### src/rtl/quadrature_encoder_with_velocity_core_macros.svh
// Assertion macros shared by the quadrature encoder RTL.
`ifndef QUADRATURE_ENCODER_WITH_VELOCITY_CORE_MACROS_SVH
`define QUADRATURE_ENCODER_WITH_VELOCITY_CORE_MACROS_SVH

// Same-cycle implication, checked on every rising edge outside reset.
`define QENC_ASSERT_IMPL(lbl, ante, cons, msg) \
  lbl: assert property (@(posedge clk) disable iff (!rst_n) (ante) |-> (cons)) \
    else $error(msg);

// Next-cycle implication, checked on every rising edge outside reset.
`define QENC_ASSERT_NEXT(lbl, ante, cons, msg) \
  lbl: assert property (@(posedge clk) disable iff (!rst_n) (ante) |=> (cons)) \
    else $error(msg);

`endif

### src/rtl/qenc_pkg.sv
// Package with types, constants and helpers of the quadrature encoder core.
`default_nettype none

package qenc_pkg;

  localparam int IN_W      = 40;
  localparam int OUT_W     = 120;
  localparam int CMD_W     = 2;
  localparam int CFG_IDX_W = 2;
  localparam int CFG_W     = 20;
  localparam int CPR_W     = 17;
  localparam int STALL_W   = 20;
  localparam int TS_W      = 19;
  localparam int DT_W      = 34;
  localparam int NUM_W     = 51;
  localparam int VQ_W      = 34;
  localparam int DVD_W     = 67;
  localparam int DVS_W     = 33;
  localparam int QUO_W     = 33;
  localparam int REM_W     = 33;
  localparam int STEP_W    = 7;

  localparam logic [STEP_W-1:0]  CNT_STEPS   = 7'd32;
  localparam logic [STEP_W-1:0]  RATE_STEPS  = 7'd67;
  localparam logic [STEP_W-1:0]  VEL_STEPS   = 7'd34;
  localparam logic [CPR_W-1:0]   CPR_RESET   = 17'd4096;
  localparam logic [CPR_W-1:0]   CPR_MAX     = 17'd65536;
  localparam logic [STALL_W-1:0] STALL_RESET = 20'd100000;
  localparam logic [31:0]        TS_MAX      = 32'd500000;
  localparam logic [TS_W-1:0]    TS_FALLBACK = 19'd1000;
  localparam logic [19:0]        USEC_PER_S  = 20'd1000000;
  localparam logic [31:0]        TWO_PI_Q29  = 32'd3373259426;
  localparam logic [31:0]        Q16_MAX     = 32'h7FFF_FFFF;
  localparam logic [31:0]        Q16_MIN     = 32'h8000_0000;

  typedef enum logic [1:0] {
    CMD_A_CHANGE = 2'd0,
    CMD_B_CHANGE = 2'd1,
    CMD_INDEX    = 2'd2,
    CMD_SAMPLE   = 2'd3
  } cmd_code_t;

  typedef enum logic [1:0] {
    CFG_CPR      = 2'd0,
    CFG_INDEX_EN = 2'd1,
    CFG_STALL    = 2'd2
  } cfg_reg_t;

  typedef enum logic [1:0] {
    DIV_CNT  = 2'd0,
    DIV_RATE = 2'd1,
    DIV_VEL  = 2'd2
  } div_op_t;

  typedef enum logic [4:0] {
    S_IDLE,
    S_EXEC,
    S_SNAP_DIV,
    S_SNAP_WAIT,
    S_SNAP_MUL,
    S_SNAP_APPLY,
    S_RATE_MUL,
    S_RATE_DIV,
    S_RATE_WAIT,
    S_RATE_APPLY,
    S_STALL,
    S_VEL_MUL,
    S_VEL_DIV,
    S_VEL_WAIT,
    S_VEL_APPLY,
    S_POS_DIV,
    S_POS_WAIT,
    S_FINISH
  } state_t;

  typedef struct packed {
    logic    in_load;
    logic    exec;
    logic    snap_mul;
    logic    snap_apply;
    logic    rate_mul;
    logic    rate_apply;
    logic    stall_chk;
    logic    vel_mul;
    logic    vel_apply;
    logic    div_start;
    div_op_t div_op;
    logic    out_load;
  } qenc_cmd_t;

  typedef struct packed {
    logic snap_go;
    logic is_sample;
    logic rate_go;
    logic div_busy;
    logic out_free;
  } qenc_stat_t;

  // Saturates a quotient magnitude with the given sign to signed 32 bits.
  function automatic logic [31:0] sat_q16(input logic neg, input logic [QUO_W-1:0] quo,
                                          input logic ovf);
    logic big;
    big = ovf | quo[QUO_W-1] | quo[31];
    if (neg) begin
      sat_q16 = big ? Q16_MIN : (32'd0 - quo[31:0]);
    end else begin
      sat_q16 = big ? Q16_MAX : quo[31:0];
    end
  endfunction

endpackage

`default_nettype wire

### src/rtl/quadrature_encoder_with_velocity_core.sv
// Top level of the quadrature encoder decoder with index realignment and velocity.
//
//   Channel   Direction  Payload
//   in_       input      tuser: command; tdata: pin_level, time_us
//   out_      output     tdata: position_count, position_in_rev, pulse_rate_q16,
//                               velocity_q16, index_seen
//   cfg_      input      index 0 counts_per_rev, 1 index_enable, 2 stall_timeout_us
//
// One item is worked on at a time. The serial divider yields one quotient bit per
// cycle, in 32 steps for the remainder, 67 for the rate and 34 for the velocity;
// each item ends with the remainder division; a realignment runs one before it,
// a velocity sample the rate division (if the rate updates) and the velocity one.
// rst_n is synchronous and holds in_tready low; an item is taken from the first
// cycle after it. A finished result waits in the output register while the next
// item is taken; if it is still waiting when that item ends, the block stalls.
`default_nettype none

module quadrature_encoder_with_velocity_core
  import qenc_pkg::*;
(
  input  logic                 clk,
  input  logic                 rst_n,
  input  logic                 in_tvalid,
  output logic                 in_tready,
  input  logic [IN_W-1:0]      in_tdata,   // pin_level [0], time_us [32:1]
  input  logic [CMD_W-1:0]     in_tuser,   // command [1:0]
  output logic                 out_tvalid,
  input  logic                 out_tready,
  output logic [OUT_W-1:0]     out_tdata,  // position_count [31:0], position_in_rev [48:32],
                                           // pulse_rate_q16 [80:49], velocity_q16 [112:81],
                                           // index_seen [113]
  input  logic                 cfg_wr_en,
  input  logic [CFG_IDX_W-1:0] cfg_index,
  input  logic [CFG_W-1:0]     cfg_wdata
);

  qenc_cmd_t  cmd;
  qenc_stat_t st;

  qenc_ctrl u_ctrl (
    .clk       (clk),
    .rst_n     (rst_n),
    .in_tvalid (in_tvalid),
    .in_tready (in_tready),
    .cmd_o     (cmd),
    .st_i      (st)
  );

  qenc_dp u_dp (
    .clk        (clk),
    .rst_n      (rst_n),
    .in_tuser   (in_tuser),
    .in_tdata   (in_tdata),
    .cfg_wr_en  (cfg_wr_en),
    .cfg_index  (cfg_index),
    .cfg_wdata  (cfg_wdata),
    .cmd_i      (cmd),
    .st_o       (st),
    .out_tready (out_tready),
    .out_tvalid (out_tvalid),
    .out_tdata  (out_tdata)
  );

endmodule

`default_nettype wire

### src/rtl/qenc_div.sv
// Serial restoring divider, one quotient bit per cycle, with quotient overflow flag.
`default_nettype none

`include "quadrature_encoder_with_velocity_core_macros.svh"

module qenc_div
  import qenc_pkg::*;
(
  input  logic              clk,
  input  logic              rst_n,
  input  logic              start_i,
  input  logic [DVD_W-1:0]  dividend_i,
  input  logic [DVS_W-1:0]  divisor_i,
  input  logic [STEP_W-1:0] steps_i,
  output logic              busy_o,
  output logic [QUO_W-1:0]  quo_o,
  output logic              ovf_o,
  output logic [REM_W-1:0]  rem_o
);

  logic              busy_r;
  logic [STEP_W-1:0] cnt_r;
  logic [DVD_W-1:0]  dvd_r;
  logic [DVS_W-1:0]  div_r;
  logic [REM_W-1:0]  rem_r;
  logic [QUO_W-1:0]  quo_r;
  logic              ovf_r;

  logic [REM_W:0]    rem_sh;
  logic [REM_W:0]    diff;
  logic              ge;
  logic [REM_W-1:0]  rem_nxt;

  assign rem_sh  = {rem_r, dvd_r[DVD_W-1]};
  assign ge      = rem_sh >= {1'b0, div_r};
  assign diff    = rem_sh - {1'b0, div_r};
  assign rem_nxt = ge ? diff[REM_W-1:0] : rem_sh[REM_W-1:0];

  always_ff @(posedge clk) begin
    if (!rst_n) begin
      busy_r <= 1'b0;
      cnt_r  <= '0;
    end else if (start_i) begin
      busy_r <= 1'b1;
      cnt_r  <= steps_i;
    end else if (busy_r) begin
      cnt_r <= cnt_r - 1'b1;
      if (cnt_r == STEP_W'(1)) begin
        busy_r <= 1'b0;
      end
    end
  end

  always_ff @(posedge clk) begin
    if (start_i) begin
      dvd_r <= dividend_i;
      div_r <= divisor_i;
      rem_r <= '0;
      quo_r <= '0;
      ovf_r <= 1'b0;
    end else if (busy_r) begin
      dvd_r <= {dvd_r[DVD_W-2:0], 1'b0};
      rem_r <= rem_nxt;
      quo_r <= {quo_r[QUO_W-2:0], ge};
      ovf_r <= ovf_r | quo_r[QUO_W-1];
    end
  end

  assign busy_o = busy_r;
  assign quo_o  = quo_r;
  assign ovf_o  = ovf_r;
  assign rem_o  = rem_r;

  `QENC_ASSERT_NEXT(a_div_start_busy, start_i, busy_r, "divider did not start")
  `QENC_ASSERT_IMPL(a_div_rem_below, busy_r, rem_r < div_r, "partial remainder not below divisor")

endmodule

`default_nettype wire

### src/rtl/qenc_dp.sv
// Datapath: configuration, encoder state, rate and velocity arithmetic, output register.
`default_nettype none

module qenc_dp
  import qenc_pkg::*;
(
  input  logic                 clk,
  input  logic                 rst_n,
  input  logic [CMD_W-1:0]     in_tuser,
  input  logic [IN_W-1:0]      in_tdata,
  input  logic                 cfg_wr_en,
  input  logic [CFG_IDX_W-1:0] cfg_index,
  input  logic [CFG_W-1:0]     cfg_wdata,
  input  qenc_cmd_t            cmd_i,
  output qenc_stat_t           st_o,
  input  logic                 out_tready,
  output logic                 out_tvalid,
  output logic [OUT_W-1:0]     out_tdata
);

  logic [CPR_W-1:0]   cpr_r;
  logic               idx_en_r;
  logic [STALL_W-1:0] stall_r;

  cmd_code_t          cmd_r;
  logic               lvl_r;
  logic [31:0]        time_r;

  logic [31:0]        count_r;
  logic               lvl_a_r;
  logic               lvl_b_r;
  logic               lvl_idx_r;
  logic               idx_flag_r;
  logic [31:0]        last_edge_r;
  logic [31:0]        last_smp_time_r;
  logic [31:0]        last_since_r;
  logic [31:0]        last_smp_cnt_r;
  logic [31:0]        held_rate_r;

  logic [TS_W-1:0]    ts_r;
  logic [31:0]        th_r;
  logic [31:0]        dn_r;
  logic [DT_W-1:0]    dt_r;
  logic [NUM_W-1:0]   num_r;
  logic [31:0]        snap_prod_r;
  logic [VQ_W-1:0]    vq_r;
  logic [31:0]        vel_r;

  logic               out_valid_r;
  logic [OUT_W-1:0]   out_data_r;

  logic [CPR_W-1:0]   eff_cpr;
  logic [31:0]        step_a;
  logic [31:0]        step_b;
  logic [31:0]        ts_raw;
  logic               ts_bad;
  logic [TS_W-1:0]    ts_val;
  logic [31:0]        th_val;
  logic [31:0]        dn_val;
  logic [DT_W-1:0]    dt_val;
  logic [31:0]        abs_count;
  logic [31:0]        abs_dn;
  logic [31:0]        abs_rate;
  logic [51:0]        num_full;
  logic               rnd_up;
  logic [31:0]        q_rnd;
  logic [48:0]        snap_full;
  logic [31:0]        fresh;
  logic [63:0]        vel_full;
  logic [CPR_W-1:0]   pos_in_rev;

  logic [DVD_W-1:0]   div_dividend;
  logic [DVS_W-1:0]   div_divisor;
  logic [STEP_W-1:0]  div_steps;
  logic               div_busy;
  logic [QUO_W-1:0]   div_quo;
  logic               div_ovf;
  logic [REM_W-1:0]   div_rem;

  always_ff @(posedge clk) begin
    if (!rst_n) begin
      cpr_r    <= CPR_RESET;
      idx_en_r <= 1'b0;
      stall_r  <= STALL_RESET;
    end else if (cfg_wr_en) begin
      case (cfg_reg_t'(cfg_index))
        CFG_CPR:      cpr_r    <= cfg_wdata[CPR_W-1:0];
        CFG_INDEX_EN: idx_en_r <= cfg_wdata[0];
        CFG_STALL:    stall_r  <= cfg_wdata[STALL_W-1:0];
        default: begin
        end
      endcase
    end
  end

  always_comb begin
    if (cpr_r == '0) begin
      eff_cpr = CPR_W'(1);
    end else if (cpr_r > CPR_MAX) begin
      eff_cpr = CPR_MAX;
    end else begin
      eff_cpr = cpr_r;
    end
  end

  always_ff @(posedge clk) begin
    if (cmd_i.in_load) begin
      cmd_r  <= cmd_code_t'(in_tuser);
      lvl_r  <= in_tdata[0];
      time_r <= in_tdata[32:1];
    end
  end

  assign step_a = (lvl_a_r == lvl_b_r) ? 32'd1 : 32'hFFFF_FFFF;
  assign step_b = (lvl_a_r != lvl_b_r) ? 32'd1 : 32'hFFFF_FFFF;

  assign ts_raw = time_r - last_smp_time_r;
  assign ts_bad = ts_raw[31] || (ts_raw == '0) || (ts_raw > TS_MAX);
  assign ts_val = ts_bad ? TS_FALLBACK : ts_raw[TS_W-1:0];
  assign th_val = time_r - last_edge_r;
  assign dn_val = count_r - last_smp_cnt_r;
  assign dt_val = {{(DT_W-TS_W){1'b0}}, ts_val}
                + {{(DT_W-32){last_since_r[31]}}, last_since_r}
                - {{(DT_W-32){th_val[31]}}, th_val};

  assign abs_count = count_r[31] ? (32'd0 - count_r) : count_r;
  assign abs_dn    = dn_r[31] ? (32'd0 - dn_r) : dn_r;
  assign abs_rate  = held_rate_r[31] ? (32'd0 - held_rate_r) : held_rate_r;

  assign num_full  = abs_dn * USEC_PER_S;
  assign rnd_up    = {div_rem[CPR_W-1:0], 1'b0} >= {1'b0, eff_cpr};
  assign q_rnd     = div_quo[31:0] + {31'd0, rnd_up};
  assign snap_full = q_rnd * eff_cpr;
  assign fresh     = count_r[31] ? (32'd0 - snap_prod_r) : snap_prod_r;
  assign vel_full  = abs_rate * TWO_PI_Q29;

  assign pos_in_rev = count_r[31] ? (CPR_W'(0) - div_rem[CPR_W-1:0]) : div_rem[CPR_W-1:0];

  always_ff @(posedge clk) begin
    if (!rst_n) begin
      count_r         <= '0;
      lvl_a_r         <= 1'b0;
      lvl_b_r         <= 1'b0;
      lvl_idx_r       <= 1'b0;
      idx_flag_r      <= 1'b0;
      last_edge_r     <= '0;
      last_smp_time_r <= '0;
      last_since_r    <= '0;
      last_smp_cnt_r  <= '0;
      held_rate_r     <= '0;
    end else if (cmd_i.exec) begin
      case (cmd_r)
        CMD_A_CHANGE: begin
          if (lvl_r != lvl_a_r) begin
            count_r     <= count_r + step_a;
            last_edge_r <= time_r;
            lvl_a_r     <= lvl_r;
          end
        end
        CMD_B_CHANGE: begin
          if (lvl_r != lvl_b_r) begin
            count_r     <= count_r + step_b;
            last_edge_r <= time_r;
            lvl_b_r     <= lvl_r;
          end
        end
        CMD_INDEX: begin
          lvl_idx_r <= lvl_r;
        end
        CMD_SAMPLE: begin
          last_smp_time_r <= time_r;
          last_since_r    <= th_val;
          last_smp_cnt_r  <= count_r;
        end
        default: begin
        end
      endcase
    end else if (cmd_i.snap_apply) begin
      count_r        <= fresh;
      last_smp_cnt_r <= last_smp_cnt_r + fresh - count_r;
      idx_flag_r     <= 1'b1;
    end else if (cmd_i.rate_apply) begin
      held_rate_r <= sat_q16(dn_r[31], div_quo, div_ovf);
    end else if (cmd_i.stall_chk) begin
      if ($signed(th_r) > $signed({12'd0, stall_r})) begin
        held_rate_r <= '0;
      end
    end
  end

  always_ff @(posedge clk) begin
    if (cmd_i.exec) begin
      ts_r  <= ts_val;
      th_r  <= th_val;
      dn_r  <= dn_val;
      dt_r  <= dt_val;
      vel_r <= '0;
    end
    if (cmd_i.rate_mul) begin
      num_r <= num_full[NUM_W-1:0];
    end
    if (cmd_i.snap_mul) begin
      snap_prod_r <= snap_full[31:0];
    end
    if (cmd_i.vel_mul) begin
      vq_r <= vel_full[62:29];
    end
    if (cmd_i.vel_apply) begin
      vel_r <= sat_q16(held_rate_r[31], div_quo, div_ovf);
    end
  end

  always_comb begin
    case (cmd_i.div_op)
      DIV_RATE: begin
        div_dividend = {num_r, {(DVD_W-NUM_W){1'b0}}};
        div_divisor  = dt_r[DVS_W-1:0];
        div_steps    = RATE_STEPS;
      end
      DIV_VEL: begin
        div_dividend = {vq_r, {(DVD_W-VQ_W){1'b0}}};
        div_divisor  = {{(DVS_W-CPR_W){1'b0}}, eff_cpr};
        div_steps    = VEL_STEPS;
      end
      default: begin
        div_dividend = {abs_count, {(DVD_W-32){1'b0}}};
        div_divisor  = {{(DVS_W-CPR_W){1'b0}}, eff_cpr};
        div_steps    = CNT_STEPS;
      end
    endcase
  end

  qenc_div u_div (
    .clk        (clk),
    .rst_n      (rst_n),
    .start_i    (cmd_i.div_start),
    .dividend_i (div_dividend),
    .divisor_i  (div_divisor),
    .steps_i    (div_steps),
    .busy_o     (div_busy),
    .quo_o      (div_quo),
    .ovf_o      (div_ovf),
    .rem_o      (div_rem)
  );

  always_ff @(posedge clk) begin
    if (!rst_n) begin
      out_valid_r <= 1'b0;
    end else if (cmd_i.out_load) begin
      out_valid_r <= 1'b1;
    end else if (out_tready) begin
      out_valid_r <= 1'b0;
    end
  end

  always_ff @(posedge clk) begin
    if (cmd_i.out_load) begin
      out_data_r <= {6'd0, idx_flag_r, vel_r, held_rate_r, pos_in_rev, count_r};
    end
  end

  assign st_o.snap_go   = (cmd_r == CMD_INDEX) && lvl_r && !lvl_idx_r && idx_en_r;
  assign st_o.is_sample = (cmd_r == CMD_SAMPLE);
  assign st_o.rate_go   = (dn_r != '0) && ($signed({dt_r, 1'b0}) > $signed({16'd0, ts_r}));
  assign st_o.div_busy  = div_busy;
  assign st_o.out_free  = !out_valid_r || out_tready;

  assign out_tvalid = out_valid_r;
  assign out_tdata  = out_data_r;

endmodule

`default_nettype wire

### src/rtl/qenc_ctrl.sv
// Controller state machine that sequences the datapath for each item.
`default_nettype none

`include "quadrature_encoder_with_velocity_core_macros.svh"

module qenc_ctrl
  import qenc_pkg::*;
(
  input  logic       clk,
  input  logic       rst_n,
  input  logic       in_tvalid,
  output logic       in_tready,
  output qenc_cmd_t  cmd_o,
  input  qenc_stat_t st_i
);

  state_t state_r;
  state_t state_nxt;

  always_ff @(posedge clk) begin
    if (!rst_n) begin
      state_r <= S_IDLE;
    end else begin
      state_r <= state_nxt;
    end
  end

  always_comb begin
    state_nxt = state_r;
    case (state_r)
      S_IDLE: begin
        if (in_tvalid) begin
          state_nxt = S_EXEC;
        end
      end
      S_EXEC: begin
        if (st_i.snap_go) begin
          state_nxt = S_SNAP_DIV;
        end else if (st_i.is_sample) begin
          state_nxt = S_RATE_MUL;
        end else begin
          state_nxt = S_POS_DIV;
        end
      end
      S_SNAP_DIV:   state_nxt = S_SNAP_WAIT;
      S_SNAP_WAIT: begin
        if (!st_i.div_busy) begin
          state_nxt = S_SNAP_MUL;
        end
      end
      S_SNAP_MUL:   state_nxt = S_SNAP_APPLY;
      S_SNAP_APPLY: state_nxt = S_POS_DIV;
      S_RATE_MUL:   state_nxt = st_i.rate_go ? S_RATE_DIV : S_STALL;
      S_RATE_DIV:   state_nxt = S_RATE_WAIT;
      S_RATE_WAIT: begin
        if (!st_i.div_busy) begin
          state_nxt = S_RATE_APPLY;
        end
      end
      S_RATE_APPLY: state_nxt = S_STALL;
      S_STALL:      state_nxt = S_VEL_MUL;
      S_VEL_MUL:    state_nxt = S_VEL_DIV;
      S_VEL_DIV:    state_nxt = S_VEL_WAIT;
      S_VEL_WAIT: begin
        if (!st_i.div_busy) begin
          state_nxt = S_VEL_APPLY;
        end
      end
      S_VEL_APPLY:  state_nxt = S_POS_DIV;
      S_POS_DIV:    state_nxt = S_POS_WAIT;
      S_POS_WAIT: begin
        if (!st_i.div_busy) begin
          state_nxt = S_FINISH;
        end
      end
      S_FINISH: begin
        if (st_i.out_free) begin
          state_nxt = S_IDLE;
        end
      end
      default: state_nxt = S_IDLE;
    endcase
  end

  always_comb begin
    in_tready = 1'b0;
    cmd_o     = '0;
    cmd_o.div_op = DIV_CNT;
    case (state_r)
      S_IDLE: begin
        in_tready     = rst_n;
        cmd_o.in_load = in_tvalid && rst_n;
      end
      S_EXEC:       cmd_o.exec = 1'b1;
      S_SNAP_DIV: begin
        cmd_o.div_start = 1'b1;
        cmd_o.div_op    = DIV_CNT;
      end
      S_SNAP_MUL:   cmd_o.snap_mul = 1'b1;
      S_SNAP_APPLY: cmd_o.snap_apply = 1'b1;
      S_RATE_MUL:   cmd_o.rate_mul = 1'b1;
      S_RATE_DIV: begin
        cmd_o.div_start = 1'b1;
        cmd_o.div_op    = DIV_RATE;
      end
      S_RATE_APPLY: cmd_o.rate_apply = 1'b1;
      S_STALL:      cmd_o.stall_chk = 1'b1;
      S_VEL_MUL:    cmd_o.vel_mul = 1'b1;
      S_VEL_DIV: begin
        cmd_o.div_start = 1'b1;
        cmd_o.div_op    = DIV_VEL;
      end
      S_VEL_APPLY:  cmd_o.vel_apply = 1'b1;
      S_POS_DIV: begin
        cmd_o.div_start = 1'b1;
        cmd_o.div_op    = DIV_CNT;
      end
      S_FINISH:     cmd_o.out_load = st_i.out_free;
      default: begin
      end
    endcase
  end

  `QENC_ASSERT_NEXT(a_ctrl_accept_exec, cmd_o.in_load, state_r == S_EXEC, "accepted item not executed")
  `QENC_ASSERT_IMPL(a_ctrl_load_free, cmd_o.out_load, st_i.out_free, "result loaded over a waiting item")
  `QENC_ASSERT_IMPL(a_ctrl_start_idle, cmd_o.div_start, !st_i.div_busy, "divider restarted while busy")

endmodule

`default_nettype wire

### config.mk
export PLATFORM = sky130hd
export DESIGN_NAME = quadrature_encoder_with_velocity_core
export DESIGN_NICKNAME = d
export VERILOG_FILES = /design/src/rtl/qenc_pkg.sv /design/src/rtl/quadrature_encoder_with_velocity_core.sv /design/src/rtl/qenc_div.sv /design/src/rtl/qenc_dp.sv /design/src/rtl/qenc_ctrl.sv
export VERILOG_INCLUDE_DIRS = /design/src /design/src/rtl
export SDC_FILE = /design/constraint.sdc
export NUM_CORES = 2
export LEC_CHECK = 0
export BUFFER_PORTS_ARGS = -buffer_cell sky130_fd_sc_hd__buf_2
export CAP_MARGIN = 0
export CORE_ASPECT_RATIO = 1.75
export CORE_MARGIN = 2
export CORE_UTILIZATION = 30
export CTS_BUF_LIST = sky130_fd_sc_hd__clkbuf_4 sky130_fd_sc_hd__clkbuf_8 sky130_fd_sc_hd__clkbuf_16
export DETAILED_ROUTE_END_ITERATION = 8
export PLACE_DENSITY_LB_ADDON = 0.05
export SYNTH_ARGS = -nofsm -noshare
export SYNTH_HDL_FRONTEND = slang
export SYNTH_SLANG_ARGS = --single-unit
export TNS_END_PERCENT = 10
### constraint.sdc
create_clock -name clk -period 19.2 [get_ports clk]
set_input_delay 1.92 -clock clk [delete_from_list [all_inputs] [get_ports clk]]
set_output_delay 1.92 -clock clk [all_outputs]
set_load 0.02 [all_outputs]
==> impl_metrics.csv <==
group,metric,value,unit
status,status,"finished, final reports clean",
clock_tree,clk_path_buf_depth,3,
clock_tree,cts_tree,"done",
floorplan,die_width,396,um
sta,max_slew.worst_pin.slew,1.23,ns
routing,drt_iter0_markers,2854,
setup_path,crit_family,"adder cells",
sta,finClkSkew,0.0894,ns
setup_path,cp-start-kind,"flip-flop",
global_route,first_global_vias,64733,
sta,setup_viol,0,
clock_tree,clkTransAtPathRegs,0.07,ns
synthesis,netlist_top_cells_area,"fa_1 (21%), edfxtp_1 (18%), ha_1 (14%)",
placement,dp_hpwl,230000,um
floorplan,std_cell_rows,252,
sta,fmax,81.7,MHz
routing,dr.pass1.iters,7,
synthesis,synth-simple-area-share,0.120,
routing,wl_per_cell,22.7,um
synthesis,synth_xor_area_frac,0.0572,
synthesis,synth-edff-count,487,
setup_path,critPathMaxFanout,28,
synthesis,synthMuxAreaShare,0.00763,
routing,viasPerCell,4.88,
synthesis,yosysWarnings,0,
synthesis,synthAdderAreaFrac,0.347,
routing,drt.antenna.violating_nets,0,
clock_tree,cts-root-buf,"clkbuf_16",
global_route,grt.total_usage,0.205,
synthesis,synth_largest_area_cell,"fa_1",
clock_tree,cts_hold_buf,0,
placement,gp_congestion,0.861,
setup_path,endpoint_kind,"flip-flop",
setup_path,worstSetupPathType,"flip-flop to flip-flop",
floorplan,die_h,691,um
floorplan,dieArea,0.274,mm^2
cells_and_area,finalNetCount,10513,
placement,numPortBuffers,177,
synthesis,async_reset_ff_frac,0,
clock_tree,worstSkewPairLatency,0.76,ns
synthesis,synth_commonest_cells,"inv_1 (1,494), ha_1 (878), fa_1 (851), nand2_1 (792), nor2_1 (577)",
synthesis,ys.flop_type,"edfxtp_1",
synthesis,synth_cell_type_count,95,
synthesis,synth_seq_cells,802,
floorplan,ios,191,
setup_path,crit_path_frequent_cell,"fa_1",
cells_and_area,regArea,0.0209,mm^2
sta,rsz0062_at_grt,"false",
cells_and_area,multi_input_area,0.0534,mm^2
flow_run,cap_violations,0,
sta,fin_setup_tns,0,ns
clock_tree,htreeDepth,3,
setup_path,critPathBufInv,7,
sta,finalHoldViolations,0,
clock_tree,post-cts-setup-buffers,0,
sta,finalCriticalPeriod,12.24,ns
clock_tree,cts_sinks,802,
setup_path,arrival,12.69,ns
setup_path,max_stage_delay,0.93,ns
global_route,grt_pass1_wl,418000,um
cells_and_area,drive_gt1_frac,0.0655,
floorplan,initial_core_util,0.301,
cells_and_area,fill_cells,28201,
floorplan,core,0.269,mm^2
setup_path,critPathRequiredTime,19.65,ns
routing,post-route-drc-count,0,
sta,finalCritPeriodShare,0.638,
synthesis,synth_top_area_share,0.211,
synthesis,synth_compound_area_frac,0.127,
setup_path,cp_slowest_cell,"xnor2_2",
sta,slew_violations,0,
synthesis,synth_top_family_by_area,"adder cells",
clock_tree,numCtsBuffers,93,
synthesis,syn_area_per_cell,9.41,um^2
sta,slew_headroom,0.178,
routing,wl,281000,um
global_route,overflow,0,
global_route,grt_max_degree,82,
routing,vias,60320,
synthesis,netlist_area,0.0809,mm^2
clock_tree,post_cts_resized,0,
hold_path,min_path_type,"flip-flop to flip-flop",
synthesis,ys_seq_area_frac,0.259,
cells_and_area,syn2layout_area_growth,11.0,%
synthesis,yosysMostFrequentCell,"inv_1",
synthesis,postSynthCellCount,8588,
global_route,antenna_found_initial,18,
-- kinds of logic after synthesis --
kind of cell	Yosys count
AOI/OAI and AO/OA	1576
DFF	802
other	1
adders and majority gates	1729
xor gates and xnor gates	528
and+or+nand+nor	2106
buffers and inverters	1785
muxes	61
-- registers in the layout (all words and copies together), names as in the netlist, 33 cells and up --
signal	cells
u_dp.out_tdata	114
u_dp.dt_r	34
u_dp.u_div.dvd_r	45
u_dp.vq_r	34
u_dp.num_r	45
u_dp.u_div.div_r	33
u_dp.u_div.rem_o	33
u_dp.u_div.quo_o	33
-- path summary, 6_finish.rpt --
check                      start  cells past startpoint  slack [ns]                    to
hold / removal     u_dp.vel_r[1]                      0        0.40    u_dp.out_tdata[82]
setup reg to reg  u_dp.cpr_r[11]                     40        6.96  u_dp.snap_prod_r[31]
setup / recovery  u_dp.cpr_r[11]                     40        6.96  u_dp.snap_prod_r[31]
hold reg to reg    u_dp.vel_r[1]                      0        0.40    u_dp.out_tdata[82]
-- layout by cell type, fill, tap and decap left out, types with 124 or more instances in the layout --
cell type	synthesis	layout
xor2_1	169	167
inv_1	1494	1491
nor2_1	577	571
fa_1	851	851
buf_4	6	135
a21o_1	164	164
xnor2_1	359	352
nand2_1	792	791
a21oi_1	456	454
o21ai_0	299	298
ha_1	878	875
dfxtp_1	315	312
edfxtp_1	487	487
buf_2	3	177
nand3_1	125	124
-- metal layers --
metal,track usage,vias up,share of wire
li1,-,28864,-
met1,0.216,30266,0.37
met2,0.414,872,0.57
met3,0.0157,316,0.024
met4,0.0719,2,0.039
met5,0,-,0.000046
-- area by class of cell --
cell class | count | area share
multi-input cells | 6006 | 0.595
flip-flops and latches | 802 | 0.233
inverters | 1500 | 0.0629
well taps | 3556 | 0.0496
clock buffers | 119 | 0.0291
repair buffers | 312 | 0.0212
clock inverters | 56 | 0.00841
diodes | 6 | 0.000167
-- per-stage QoR --
step	area, um^2	utilization	std cells	worst slack (ns)	hold WS [ns]
2_1_floorplan	80900	-	8593	9.72	0.400
3_3_place_gp	86300	0.321	12176	6.82	0.403
3_5_place_dp	86300	0.321	12176	6.83	0.405
4_1_cts	89700	0.334	12351	6.80	0.396
5_1_grt	89700	0.334	12352	6.31	0.404
6_report	89700	0.334	12357	6.96	0.402
Power is not shown: default switching activity piles up to over one toggle a cycle in this logic, so the estimate is an artifact.
